[src/rtl/iavs_pkg.sv]
// ----------------------------------------------------------------------------
// iavs_pkg
// Shared types, codes and constants of the idle air valve stepper.
// ----------------------------------------------------------------------------
`default_nettype none

package iavs_pkg;

    localparam int RPM_W      = 14;
    localparam int TIME_W     = 32;
    localparam int DUTY_W     = 14;
    localparam int TARGET_W   = 13;
    localparam int LOWER_W    = 13;
    localparam int UPPER_W    = 14;
    localparam int CFG_IDX_W  = 3;
    localparam int CFG_DATA_W = 14;
    localparam int ACTION_W   = 4;

    // Minimum time between two duty changes, in ms.
    localparam int HOLD_PERIOD_MS = 1000;
    // Throttle above 5.00% locks out stepping.
    localparam int TPS_LOCKOUT    = 500;
    // Margin between large and small steps, in rpm.
    localparam int RPM_MARGIN     = 100;

    // Window edges at 93% and 107% of target. Divide by 100 as a multiply by
    // ceil(2^27/100) and a shift; exact for every 13-bit target.
    localparam int       DIV100_SHIFT = 27;
    localparam longint   DIV100_RECIP = ((64'd1 << DIV100_SHIFT) + 64'd99) / 64'd100;
    localparam longint   LOWER_MUL    = 93 * DIV100_RECIP;
    localparam longint   UPPER_MUL    = 107 * DIV100_RECIP;
    localparam int       EDGE_PROD_W  = 41;

    localparam int RESET_TARGET       = 1200;
    localparam int RESET_LOWER        = RESET_TARGET * 93 / 100;
    localparam int RESET_UPPER        = RESET_TARGET * 107 / 100;
    localparam int RESET_DEFAULT_DUTY = 6000;
    localparam int RESET_MIN_DUTY     = 0;
    localparam int RESET_MAX_DUTY     = 10000;
    localparam int RESET_STEP_LARGE   = 100;
    localparam int RESET_STEP_SMALL   = 25;

    typedef enum logic [ACTION_W-1:0] {
        ACT_CRANK      = 4'd0,
        ACT_VERY_LOW   = 4'd1,
        ACT_HOLD       = 4'd2,
        ACT_WINDOW     = 4'd3,
        ACT_BIG_DOWN   = 4'd4,
        ACT_SMALL_DOWN = 4'd5,
        ACT_BIG_UP     = 4'd6,
        ACT_SMALL_UP   = 4'd7,
        ACT_LOCKOUT    = 4'd8
    } action_t;

    typedef enum logic [CFG_IDX_W-1:0] {
        CFG_TARGET_RPM      = 3'd0,
        CFG_DEFAULT_DUTY    = 3'd1,
        CFG_MIN_DUTY        = 3'd2,
        CFG_MAX_DUTY        = 3'd3,
        CFG_STEP_DOWN_LARGE = 3'd4,
        CFG_STEP_DOWN_SMALL = 3'd5,
        CFG_STEP_UP_LARGE   = 3'd6,
        CFG_STEP_UP_SMALL   = 3'd7
    } cfg_index_t;

endpackage

`default_nettype wire

[src/rtl/iavs_if.sv]
// ----------------------------------------------------------------------------
// iavs_if
// Valid/ready channels of the idle air valve stepper: sample in, result out.
// ----------------------------------------------------------------------------
`default_nettype none

interface iavs_sample_if;
    logic                          valid;
    logic                          ready;
    logic [iavs_pkg::RPM_W-1:0]    rpm;
    logic [iavs_pkg::TIME_W-1:0]   now_ms;
    logic                          cranking;
    logic [iavs_pkg::DUTY_W-1:0]   throttle;

    modport source (output valid, output rpm, output now_ms, output cranking,
                    output throttle, input ready);
    modport sink   (input valid, input rpm, input now_ms, input cranking,
                    input throttle, output ready);
endinterface

interface iavs_result_if;
    logic                           valid;
    logic                           ready;
    logic [iavs_pkg::DUTY_W-1:0]    duty;
    logic [iavs_pkg::ACTION_W-1:0]  action;

    modport source (output valid, output duty, output action, input ready);
    modport sink   (input valid, input duty, input action, output ready);
endinterface

`default_nettype wire

[src/rtl/idle_air_valve_stepper_core.sv]
// ----------------------------------------------------------------------------
// idle_air_valve_stepper_core
// Idle valve duty controller: one result word per sample word.
// ----------------------------------------------------------------------------
// Each sample word (rpm, now_ms, cranking, throttle) yields one result word
// (duty, action). The block takes one sample word per cycle while the result
// side is not stalled; each word waits in a sample register that feeds
// one pass of compare, add and clamp logic into the result register, and the
// valve state (duty, time of last change) updates in that same cycle so that
// the next word sees it. The sample register keeps taking a word while a
// finished result waits downstream; input ready drops only when both stages
// are full and the result is stalled. Configuration writes are taken at any
// time but must be issued only while no word is in flight. The window edges
// (93% and 107% of target) are worked out and stored when the target is
// written, so the per-sample path holds no divide, only compares, adds and x10/x7 multiplies.
// ----------------------------------------------------------------------------
`default_nettype none

module idle_air_valve_stepper_core #(
    parameter int HOLD_PERIOD_MS = iavs_pkg::HOLD_PERIOD_MS
) (
    input  wire logic                            clk,
    input  wire logic                            rst_n,
    input  wire logic                            cfg_wr_en,
    input  wire logic [iavs_pkg::CFG_IDX_W-1:0]  cfg_index,
    input  wire logic [iavs_pkg::CFG_DATA_W-1:0] cfg_data,
    iavs_sample_if.sink                          sample,
    iavs_result_if.source                        result
);

    localparam int DW  = iavs_pkg::DUTY_W;
    localparam int SW  = DW + 2;   // signed width of the wanted duty

    // Configuration, with window edges precomputed.
    logic [iavs_pkg::LOWER_W-1:0] lower_reg;
    logic [iavs_pkg::UPPER_W-1:0] upper_reg;
    logic [DW-1:0] default_duty_reg;
    logic [DW-1:0] min_duty_reg;
    logic [DW-1:0] max_duty_reg;
    logic [DW-1:0] step_down_large_reg;
    logic [DW-1:0] step_down_small_reg;
    logic [DW-1:0] step_up_large_reg;
    logic [DW-1:0] step_up_small_reg;

    // Valve state.
    logic [DW-1:0]                 valve_duty_reg;
    logic [DW-1:0]                 valve_duty_next;
    logic [iavs_pkg::TIME_W-1:0]   last_change_reg;
    logic [iavs_pkg::TIME_W-1:0]   last_change_next;

    // Sample stage.
    logic                          in_valid_reg;
    logic [iavs_pkg::RPM_W-1:0]    rpm_reg;
    logic [iavs_pkg::TIME_W-1:0]   now_reg;
    logic                          cranking_reg;
    logic [DW-1:0]                 throttle_reg;

    // Result stage.
    logic                          out_valid_reg;
    logic [DW-1:0]                 duty_reg;
    iavs_pkg::action_t             action_reg;

    logic                          advance;
    logic                          fire;
    logic                          take_sample;

    logic [iavs_pkg::EDGE_PROD_W-1:0] lower_prod;
    logic [iavs_pkg::EDGE_PROD_W-1:0] upper_prod;

    // Decision path.
    logic [iavs_pkg::RPM_W+3:0]    rpm_x10;
    logic [iavs_pkg::LOWER_W+2:0]  lower_x7;
    logic [iavs_pkg::TIME_W-1:0]   elapsed;
    logic [iavs_pkg::UPPER_W:0]    upper_margin;
    logic [iavs_pkg::RPM_W:0]      rpm_margin;
    logic                          apply;
    logic signed [SW-1:0]          wanted;
    logic signed [SW-1:0]          clamped;
    logic [DW-1:0]                 duty_calc;
    iavs_pkg::action_t             action_calc;

    // ------------------------------------------------------------------
    // Handshake: advance the result stage when it is empty or being taken,
    // refill the sample stage whenever its word moves on.
    // ------------------------------------------------------------------
    assign advance      = !out_valid_reg || result.ready;
    assign fire         = in_valid_reg && advance;
    assign sample.ready = !in_valid_reg || advance;
    assign take_sample  = sample.valid && sample.ready;

    assign result.valid  = out_valid_reg;
    assign result.duty   = duty_reg;
    assign result.action = action_reg;

    // ------------------------------------------------------------------
    // Configuration. Window edges: floor(t*93/100) and floor(t*107/100),
    // each as one constant multiply and a shift.
    // ------------------------------------------------------------------
    assign lower_prod = iavs_pkg::EDGE_PROD_W'(cfg_data[iavs_pkg::TARGET_W-1:0])
                      * iavs_pkg::EDGE_PROD_W'(iavs_pkg::LOWER_MUL);
    assign upper_prod = iavs_pkg::EDGE_PROD_W'(cfg_data[iavs_pkg::TARGET_W-1:0])
                      * iavs_pkg::EDGE_PROD_W'(iavs_pkg::UPPER_MUL);

    always_ff @(posedge clk or negedge rst_n)
    begin
        if (!rst_n)
        begin
            lower_reg           <= iavs_pkg::LOWER_W'(iavs_pkg::RESET_LOWER);
            upper_reg           <= iavs_pkg::UPPER_W'(iavs_pkg::RESET_UPPER);
            default_duty_reg    <= DW'(iavs_pkg::RESET_DEFAULT_DUTY);
            min_duty_reg        <= DW'(iavs_pkg::RESET_MIN_DUTY);
            max_duty_reg        <= DW'(iavs_pkg::RESET_MAX_DUTY);
            step_down_large_reg <= DW'(iavs_pkg::RESET_STEP_LARGE);
            step_down_small_reg <= DW'(iavs_pkg::RESET_STEP_SMALL);
            step_up_large_reg   <= DW'(iavs_pkg::RESET_STEP_LARGE);
            step_up_small_reg   <= DW'(iavs_pkg::RESET_STEP_SMALL);
        end
        else if (cfg_wr_en)
        begin
            unique case (iavs_pkg::cfg_index_t'(cfg_index))
                iavs_pkg::CFG_TARGET_RPM:
                begin
                    lower_reg <= lower_prod[iavs_pkg::DIV100_SHIFT +: iavs_pkg::LOWER_W];
                    upper_reg <= upper_prod[iavs_pkg::DIV100_SHIFT +: iavs_pkg::UPPER_W];
                end
                iavs_pkg::CFG_DEFAULT_DUTY:    default_duty_reg    <= cfg_data;
                iavs_pkg::CFG_MIN_DUTY:        min_duty_reg        <= cfg_data;
                iavs_pkg::CFG_MAX_DUTY:        max_duty_reg        <= cfg_data;
                iavs_pkg::CFG_STEP_DOWN_LARGE: step_down_large_reg <= cfg_data;
                iavs_pkg::CFG_STEP_DOWN_SMALL: step_down_small_reg <= cfg_data;
                iavs_pkg::CFG_STEP_UP_LARGE:   step_up_large_reg   <= cfg_data;
                iavs_pkg::CFG_STEP_UP_SMALL:   step_up_small_reg   <= cfg_data;
            endcase
        end
    end

    // ------------------------------------------------------------------
    // Decision: tests in priority order, then one signed add and the clamp.
    // ------------------------------------------------------------------
    assign rpm_x10      = (iavs_pkg::RPM_W+4)'(rpm_reg) * (iavs_pkg::RPM_W+4)'(10);
    assign lower_x7     = (iavs_pkg::LOWER_W+3)'(lower_reg) * (iavs_pkg::LOWER_W+3)'(7);
    assign elapsed      = now_reg - last_change_reg;
    assign upper_margin = (iavs_pkg::UPPER_W+1)'(upper_reg)
                        + (iavs_pkg::UPPER_W+1)'(iavs_pkg::RPM_MARGIN);
    assign rpm_margin   = (iavs_pkg::RPM_W+1)'(rpm_reg)
                        + (iavs_pkg::RPM_W+1)'(iavs_pkg::RPM_MARGIN);

    always_comb
    begin
        apply       = 1'b0;
        wanted      = signed'({2'b00, default_duty_reg});
        action_calc = iavs_pkg::ACT_CRANK;
        priority if (rpm_reg == '0 || cranking_reg)
        begin
            apply       = 1'b1;
            action_calc = iavs_pkg::ACT_CRANK;
        end
        else if ((iavs_pkg::RPM_W+4)'(lower_x7) > rpm_x10)
        begin
            // Seriously low: fall back to the default duty.
            apply       = 1'b1;
            action_calc = iavs_pkg::ACT_VERY_LOW;
        end
        else if (elapsed < iavs_pkg::TIME_W'(HOLD_PERIOD_MS))
        begin
            action_calc = iavs_pkg::ACT_HOLD;
        end
        else if (iavs_pkg::RPM_W'(lower_reg) < rpm_reg && rpm_reg < upper_reg)
        begin
            action_calc = iavs_pkg::ACT_WINDOW;
        end
        else
        begin
            apply = 1'b1;
            priority if ((iavs_pkg::UPPER_W+1)'(rpm_reg) >= upper_margin)
            begin
                wanted      = signed'({2'b00, valve_duty_reg})
                            - signed'({2'b00, step_down_large_reg});
                action_calc = iavs_pkg::ACT_BIG_DOWN;
            end
            else if (rpm_reg >= upper_reg)
            begin
                wanted      = signed'({2'b00, valve_duty_reg})
                            - signed'({2'b00, step_down_small_reg});
                action_calc = iavs_pkg::ACT_SMALL_DOWN;
            end
            else if (rpm_margin < (iavs_pkg::RPM_W+1)'(lower_reg))
            begin
                wanted      = signed'({2'b00, valve_duty_reg})
                            + signed'({2'b00, step_up_large_reg});
                action_calc = iavs_pkg::ACT_BIG_UP;
            end
            else
            begin
                wanted      = signed'({2'b00, valve_duty_reg})
                            + signed'({2'b00, step_up_small_reg});
                action_calc = iavs_pkg::ACT_SMALL_UP;
            end
            // Open throttle: drop the step, keep the duty.
            if (throttle_reg > DW'(iavs_pkg::TPS_LOCKOUT))
            begin
                apply       = 1'b0;
                action_calc = iavs_pkg::ACT_LOCKOUT;
            end
        end
    end

    // Raise to min first, then lower to max: max wins when bounds cross.
    always_comb
    begin
        clamped = wanted;
        if (clamped < signed'({2'b00, min_duty_reg}))
        begin
            clamped = signed'({2'b00, min_duty_reg});
        end
        if (clamped > signed'({2'b00, max_duty_reg}))
        begin
            clamped = signed'({2'b00, max_duty_reg});
        end
    end

    always_comb
    begin
        duty_calc        = valve_duty_reg;
        last_change_next = last_change_reg;
        if (apply)
        begin
            duty_calc = clamped[DW-1:0];
            // Record the time only on a real change.
            if (clamped[DW-1:0] != valve_duty_reg)
            begin
                last_change_next = now_reg;
            end
        end
        valve_duty_next = duty_calc;
    end

    // ------------------------------------------------------------------
    // Control and state registers.
    // ------------------------------------------------------------------
    always_ff @(posedge clk or negedge rst_n)
    begin
        if (!rst_n)
        begin
            in_valid_reg    <= 1'b0;
            out_valid_reg   <= 1'b0;
            valve_duty_reg  <= DW'(iavs_pkg::RESET_DEFAULT_DUTY);
            last_change_reg <= '0;
        end
        else
        begin
            if (take_sample)
            begin
                in_valid_reg <= 1'b1;
            end
            else if (advance)
            begin
                in_valid_reg <= 1'b0;
            end
            if (advance)
            begin
                out_valid_reg <= in_valid_reg;
            end
            if (fire)
            begin
                valve_duty_reg  <= valve_duty_next;
                last_change_reg <= last_change_next;
            end
        end
    end

    // Payload registers: hold the sample word and the result word.
    always_ff @(posedge clk)
    begin
        if (take_sample)
        begin
            rpm_reg      <= sample.rpm;
            now_reg      <= sample.now_ms;
            cranking_reg <= sample.cranking;
            throttle_reg <= sample.throttle;
        end
        if (fire)
        begin
            duty_reg   <= duty_calc;
            action_reg <= action_calc;
        end
    end

endmodule

`default_nettype wire

[src/flat_wrapper.sv]
// flat-port wrapper written by rule: the top's interface ports become plain ports
module idle_air_valve_stepper_core_flat 
#(
    parameter int HOLD_PERIOD_MS = iavs_pkg::HOLD_PERIOD_MS
)
  (clk, rst_n, cfg_wr_en, cfg_index, cfg_data, sample_valid, sample_rpm, sample_now_ms, sample_cranking, sample_throttle, sample_ready, result_valid, result_duty, result_action, result_ready);
  iavs_sample_if sample_i ();
  iavs_result_if result_i ();
  input  wire logic clk;
  input  wire logic rst_n;
  input  wire logic cfg_wr_en;
  input  wire logic [iavs_pkg::CFG_IDX_W-1:0] cfg_index;
  input  wire logic [iavs_pkg::CFG_DATA_W-1:0] cfg_data;
  input wire logic [$bits(sample_i.valid)-1:0] sample_valid;
  input wire logic [$bits(sample_i.rpm)-1:0] sample_rpm;
  input wire logic [$bits(sample_i.now_ms)-1:0] sample_now_ms;
  input wire logic [$bits(sample_i.cranking)-1:0] sample_cranking;
  input wire logic [$bits(sample_i.throttle)-1:0] sample_throttle;
  output wire logic [$bits(sample_i.ready)-1:0] sample_ready;
  output wire logic [$bits(result_i.valid)-1:0] result_valid;
  output wire logic [$bits(result_i.duty)-1:0] result_duty;
  output wire logic [$bits(result_i.action)-1:0] result_action;
  input wire logic [$bits(result_i.ready)-1:0] result_ready;
  assign sample_i.valid = sample_valid;
  assign sample_i.rpm = sample_rpm;
  assign sample_i.now_ms = sample_now_ms;
  assign sample_i.cranking = sample_cranking;
  assign sample_i.throttle = sample_throttle;
  assign sample_ready = sample_i.ready;
  assign result_valid = result_i.valid;
  assign result_duty = result_i.duty;
  assign result_action = result_i.action;
  assign result_i.ready = result_ready;
  idle_air_valve_stepper_core #(.HOLD_PERIOD_MS(HOLD_PERIOD_MS)) u_core (.clk(clk), .rst_n(rst_n), .cfg_wr_en(cfg_wr_en), .cfg_index(cfg_index), .cfg_data(cfg_data), .sample(sample_i), .result(result_i));
endmodule
[config.mk]
export PLATFORM = sky130hd
export DESIGN_NAME = idle_air_valve_stepper_core_flat
export DESIGN_NICKNAME = d
export VERILOG_FILES = /design/src/rtl/iavs_pkg.sv /design/src/rtl/iavs_if.sv /design/src/rtl/idle_air_valve_stepper_core.sv /design/src/flat_wrapper.sv
export SDC_FILE = /design/constraint.sdc
export NUM_CORES = 1
export LEC_CHECK = 0
export ABC_AREA = 1
export BUFFER_PORTS_ARGS = -buffer_cell sky130_fd_sc_hd__clkbuf_2
export CAP_MARGIN = 10
export CORE_MARGIN = 2
export CORE_UTILIZATION = 48
export DETAILED_ROUTE_END_ITERATION = 6
export PLACE_DENSITY = 0.64
export SLEW_MARGIN = 20
export SYNTH_ARGS = -nofsm -noshare
export SYNTH_HDL_FRONTEND = slang
export SYNTH_SLANG_ARGS = --single-unit
[constraint.sdc]
create_clock -name clk -period 24.8 [get_ports clk]
set_input_delay 4.96 -clock clk [delete_from_list [all_inputs] [get_ports clk]]
set_output_delay 4.96 -clock clk [all_outputs]
set_load 0.02 [all_outputs]
==> results.cfg, run 1 <==
[run_status]
status = finished clean

[timing]
relSlewSlack_pct = 36.9
fmax_mhz = 85.0
setup_tns_ns = 0
tightest_slew_ns = 0.945
hold_viol_final = 0
rsz0062_at_grt = no
slew_violations = 0
period_share_pct = 47.4
finalCriticalPeriod_ns = 11.76
finalSetupViolations = 0
fin_skew_ns = 0.0171

[min_path]
hold_path_class = flop to flop
whs_path_depth = 2
min_from = u_core.last_change_reg[25]
hold_end = u_core.last_change_reg[25]

[global_route]
antenna_found_initial = 1
grt_max_degree = 74
track_usage_pct = 27.7
grt_pass1_wl_mm = 133
grt_pass1_vias = 24100
grt_overflow = 0

[critical_path]
arrival_ns = 12.30
cp-start-kind = flop
cpPeakStageDelay_ns = 0.91
slowest_stage = clkinv_1
critPathCaptureType = flop
cp_data_required_time_ns = 25.34
reg2reg_depth = 56
critPathKind = flop to flop
cpMostUsedCell = nand2_1
r2r_start = u_core.lower_reg[4]
ff2ff_setup_slack_ns = 13.04
rr_endpoint = u_core.last_change_reg[31]
startpoint = u_core.lower_reg[4]
crit_fanout = 33

[synthesis]
ys_seq_area_share_pct = 23.6
synthFlopType = dfrtp_1
synth_seq_cells = 252
syn-num-nets = 4417
async_flop_share_pct = 68.7
yosysWarnings = 0
avgSynthCellArea_sq_um = 7.69
synth_cells = 3720
synth.distinct_cells = 53
syn_area_sq_um = 28600
synth_edf_count = 79

[clock_tree]
root_buffer = clkbuf_16
clk_pin_slew_worst_paths_ns = 0.06
cts_sinks = 252
insertion_delay_ns = 0.61
numCtsBuffers = 31
cts_hold_buf = 0
cts_resized = 0
post_cts_buffers = 0
htreeDepth = 1
cts_max_path_buffers = 3
cts_tree = done

[final_layout]
design_area_sq_um = 30900
drive_gt1_share_pct = 6.73
syn_to_final_growth_pct = 8.04
final_common_cell = nand2_1
n_fill_cell = 5846
fin_nets = 4506
num_antenna_cells = 0
layout_common_cells = nand2_1 (936), inv_1 (655), ha_1 (422)

[placement]
place.gp.congestion = 1.00
port_buffers = 102
place.detailed.hpwl_mm = 67.1
place_area_sq_um = 29900

[route]
ant_nets = 0
first_pass_iters = 6
first_iter_violations = 1541
dr_total_vias = 24400
totalWireLength_mm = 83.0
drc = 0
wl_per_cell_microns = 18.0
routed_via_density = 5.29

[floorplan]
die-height_microns = 248
rows = 89
start_util_pct = 48.5
die_area_sq_um = 61500
coreArea_sq_um = 58900
die-width_microns = 248
ios = 103

[flow_run]
drv_cap = 0

[power]
p_per_area_nw_per_um2 = 148
ir_drop_mv = 0.125
p_leak_nw = 16.4
==> kinds of logic after synthesis <==
kind of cell               Yosys count  synth area share [%]
buffers and inverters              724                  9.73
adders and majority gates          614                  31.9
and+or+nand+nor                   1515                  22.3
DFF                                252                  23.6
xor gates and xnor gates            71                  2.17
AOI/OAI and AO/OA                  544                  10.2
==> per-stage QoR <==
step           utilization, %  hold slack (ns)  total power (W)  std cells  worst slack (ns)
2_1_floorplan               -            0.442          0.00325       3720             14.63
3_3_place_gp             50.7            0.457          0.00407       4549             13.44
3_5_place_dp             50.7            0.458          0.00408       4549             13.18
4_1_cts                  52.4            0.474          0.00456       4607             13.19
5_1_grt                  52.4            0.491          0.00513       4607             11.92
6_report                 52.4            0.469          0.00456       4607             13.04
==> critical path: cells and delay by family (launching register included) <==
family / cells / cell delay, ns
compound gates: 17 / 2.71
xor+xnor: 1 / 0.18
fa+ha+maj: 6 / 2.30
buf+inv: 5 / 1.48
flops: 1 / 0.61
simple gates: 27 / 4.34
==> how the worst max path moves through the flow <==
stage,endpoint,slack [ns],cells past startpoint
2_1_floorplan,sample_ready,14.63,2
3_3_place_gp,u_core.last_change_reg[0],13.44,56
3_5_place_dp,u_core.last_change_reg[31],13.18,56
4_1_cts,u_core.last_change_reg[31],13.19,56
5_1_grt,u_core.last_change_reg[31],11.92,56
6_report,u_core.last_change_reg[31],13.04,56
==> metal layers <==
metal | track usage, % | routed length (microns) | vias up
li1 | - | - | 12200
met2 | 47.6 | 39100 | 618
met4 | 7.41 | 2460 | 2
met3 | 3.15 | 4220 | 143
met5 | 0 | 12 | -
met1 | 37.2 | 37200 | 11400
==> cell type report <==
type	count	area (sq um)	area share, %
Tap cell	773	967	3.13
Sequential cell	252	6750	21.8
Multi-Input combinational cell	2744	19100	61.8
Timing Repair Buffer	111	587	1.90
Clock buffer	39	826	2.67
Clock inverter	19	173	0.559
Inverter	669	2510	8.13
==> Yosys cell counts (all sizes together) (6+ instances only) <==
cell | instances | share of area, %
inv | 664 | 8.7
o21a | 7 | 0.18
nor2 | 201 | 2.7
o21bai | 11 | 0.29
o21ai | 241 | 4.2
o31ai | 7 | 0.18
nor3 | 33 | 0.60
nand2 | 951 | 13
a21o | 7 | 0.18
dfrtp | 134 | 12
o211ai | 9 | 0.24
nand3 | 236 | 4.2
ha | 422 | 18
edfxtp | 79 | 8.3
xnor2 | 29 | 0.89
a21oi | 222 | 3.9
a31oi | 14 | 0.31
o221ai | 6 | 0.18
dfstp | 39 | 3.6
or2 | 18 | 0.39
nand3b | 17 | 0.45
fa | 192 | 13
nand4 | 46 | 1.0
xor2 | 42 | 1.3
buf | 20 | 0.49
clkbuf | 35 | 0.46
nor4 | 7 | 0.15
==> where the power goes <==
part           switching [W]  total (W)  internal [W]
Clock               0.000195   0.000452      0.000257
Sequential          0.000114   0.000679      0.000565
Combinational        0.00218    0.00343       0.00125
Total                0.00249    0.00456       0.00207
Note: power is estimated with default switching activity, not from simulation.
==> inputs of run 2 (changes only) <==
PLACE_DENSITY = 0.67   (was 0.64)
clock period = 9.62 ns   (was 24.8 ns; I/O delays follow)
==> results.cfg, run 2 (synthesized netlist as in run 1, its figures left out) <==
[run_status]
status = finished clean

[critical_path]
arrival_ns = 9.44
startpoint = u_core.lower_reg[3]
cpMostUsedCell = nand2_1
cp_data_required_time_ns = 10.06
critPathCaptureType = flop
slowest_stage = dfstp_2
r2r_start = u_core.lower_reg[3]
ff2ff_setup_slack_ns = 0.62
critPathKind = flop to flop
cp-start-kind = flop
rr_endpoint = u_core.last_change_reg[29]
crit_fanout = 32
cpPeakStageDelay_ns = 0.62
crit_path_end = u_core.last_change_reg[29]
reg2reg_depth = 55

[floorplan]
coreArea_sq_um = 58900
start_util_pct = 48.5
rows = 89
die-height_microns = 248
die_area_sq_um = 61500
ios = 103
die-width_microns = 248

[timing]
relSlewSlack_pct = 25.3
finalCriticalPeriod_ns = 9.00
finalSetupViolations = 0
slew_violations = 0
fin_skew_ns = 0.0116
period_share_pct = 93.5
fmax_mhz = 111
hold_viol_final = 0
rsz0062_at_grt = no
tightest_slew_ns = 1.12
setup_tns_ns = 0

[final_layout]
fin_nets = 4519
final_common_cell = nand2_1
num_antenna_cells = 0
syn_to_final_growth_pct = 8.50
n_fill_cell = 5720
drive_gt1_share_pct = 7.03
layout_common_cells = nand2_1 (936), inv_1 (655), ha_1 (421)

[power]
clockPowerShare_pct = 9.6
p_leak_nw = 16.4
power.internal_w = 0.00544
swShare_pct = 53.6
power_w = 0.0117
ir_drop_mv = 0.326
sequentialPowerShare_pct = 14.8
combPwrFrac_pct = 75.6
p_per_area_nw_per_um2 = 378
switching_power_w = 0.00628

[global_route]
grt_max_degree = 74
antenna_found_initial = 0
grt_pass1_wl_mm = 124
grt_pass1_vias = 23200
grt_overflow = 0
track_usage_pct = 25.7

[placement]
place.gp.congestion = 1.01
port_buffers = 102
place.detailed.hpwl_mm = 64.4

[clock_tree]
cts_hold_buf = 0
insertion_delay_ns = 0.56
numCtsBuffers = 27
cts_max_path_buffers = 3
cts_sinks = 252
cts_tree = done
root_buffer = clkbuf_16
htreeDepth = 1
clk_pin_slew_worst_paths_ns = 0.07

[route]
drc = 0
ant_nets = 0
first_pass_iters = 7
dr_total_vias = 24300
first_iter_violations = 1464
routed_via_density = 5.26
wl_per_cell_microns = 17.0
totalWireLength_mm = 78.4

[flow_run]
drv_cap = 0

[min_path]
hold_path_class = flop to flop
## run 2: cell types whose count changed in the layout (fill, tap and decap cells not counted), moves of 3 or more
| cell | delta |
|---|---|
| bufinv_16 | +3 |
| nand2_8 | +3 |
| clkbuf_16 | -3 |
| clkinvlp_4 | -3 |
| clkinv_2 | -5 |
| buf_4 | +12 |
| inv_6 | +3 |
## run 2: final cells by class
type	instances	area (sq um)	area share, %
Clock inverter	15	210	0.678
Sequential cell	252	6750	21.8
Tap cell	773	967	3.12
Clock buffer	34	723	2.33
Multi-Input combinational cell	2745	19100	61.7
Timing Repair Buffer	126	719	2.32
Inverter	669	2510	8.11
Timing Repair inverter	1	7.51	0.0242
## run 2: power by group through the flow
| stage | sequential, W | combinational (W) | clock, W |
|---|---|---|---|
| 3_5_place_dp | 0.00174 | 0.00860 | 0 |
| 3_3_place_gp | 0.00174 | 0.00854 | 0 |
| 6_report | 0.00173 | 0.00886 | 0.00112 |
| 2_1_floorplan | 0.00169 | 0.00669 | 0 |
| 5_1_grt | 0.00177 | 0.0102 | 0.00119 |
| 4_1_cts | 0.00173 | 0.00866 | 0.00115 |
## run 2: how the worst min path moves through the flow
| stage | start | cells after the start | endpoint |
|---|---|---|---|
| final | u_core.last_change_reg[0] | 2 | u_core.last_change_reg[0] |
| after global routing | u_core.last_change_reg[1] | 2 | u_core.last_change_reg[1] |
| after CTS | u_core.last_change_reg[0] | 2 | u_core.last_change_reg[0] |
| after detailed placement | u_core.last_change_reg[21] | 2 | u_core.last_change_reg[21] |
| after global placement | u_core.last_change_reg[16] | 2 | u_core.last_change_reg[16] |
| after floorplan | u_core.last_change_reg[10] | 2 | u_core.last_change_reg[10] |
## run 2: timing repair
action,in CTS,in global routing
setup endpoints to repair,0,40
setup buffers,0,7
gates resized for setup,0,12
## run 2: metal layers
| metal | up-vias | track usage, % | wire length, microns |
|---|---|---|---|
| li1 | 12300 | - | - |
| met4 | 0 | 7.33 | 2440 |
| met5 | - | 0 | 0 |
| met2 | 636 | 43.7 | 36700 |
| met1 | 11300 | 34.6 | 35000 |
| met3 | 137 | 3.11 | 4290 |
## run 2: critical path: cells and delay by family (launching register included)
kind	cells	cell delay, ns
adder cells (fa/ha/maj)	6	2.09
AO/OA/AOI/OAI	16	2.49
XOR/XNOR	1	0.17
flip-flops	1	0.62
buffers and inverters	7	0.88
AND/OR/NAND/NOR	25	2.61
## run 2: metrics by stage
step / area (sq um) / hold WS [ns] / setup WS (ns) / std cells / util (%)
3_3_place_gp: 30000 / 0.461 / 0.416 / 4557 / 50.9
6_report: 31000 / 0.473 / 0.624 / 4615 / 52.7
2_1_floorplan: 28600 / 0.442 / 1.35 / 3720 / -
5_1_grt: 31000 / 0.502 / 0.00849 / 4615 / 52.7
3_5_place_dp: 30000 / 0.461 / 0.249 / 4557 / 50.9
4_1_cts: 30900 / 0.476 / 0.233 / 4606 / 52.5
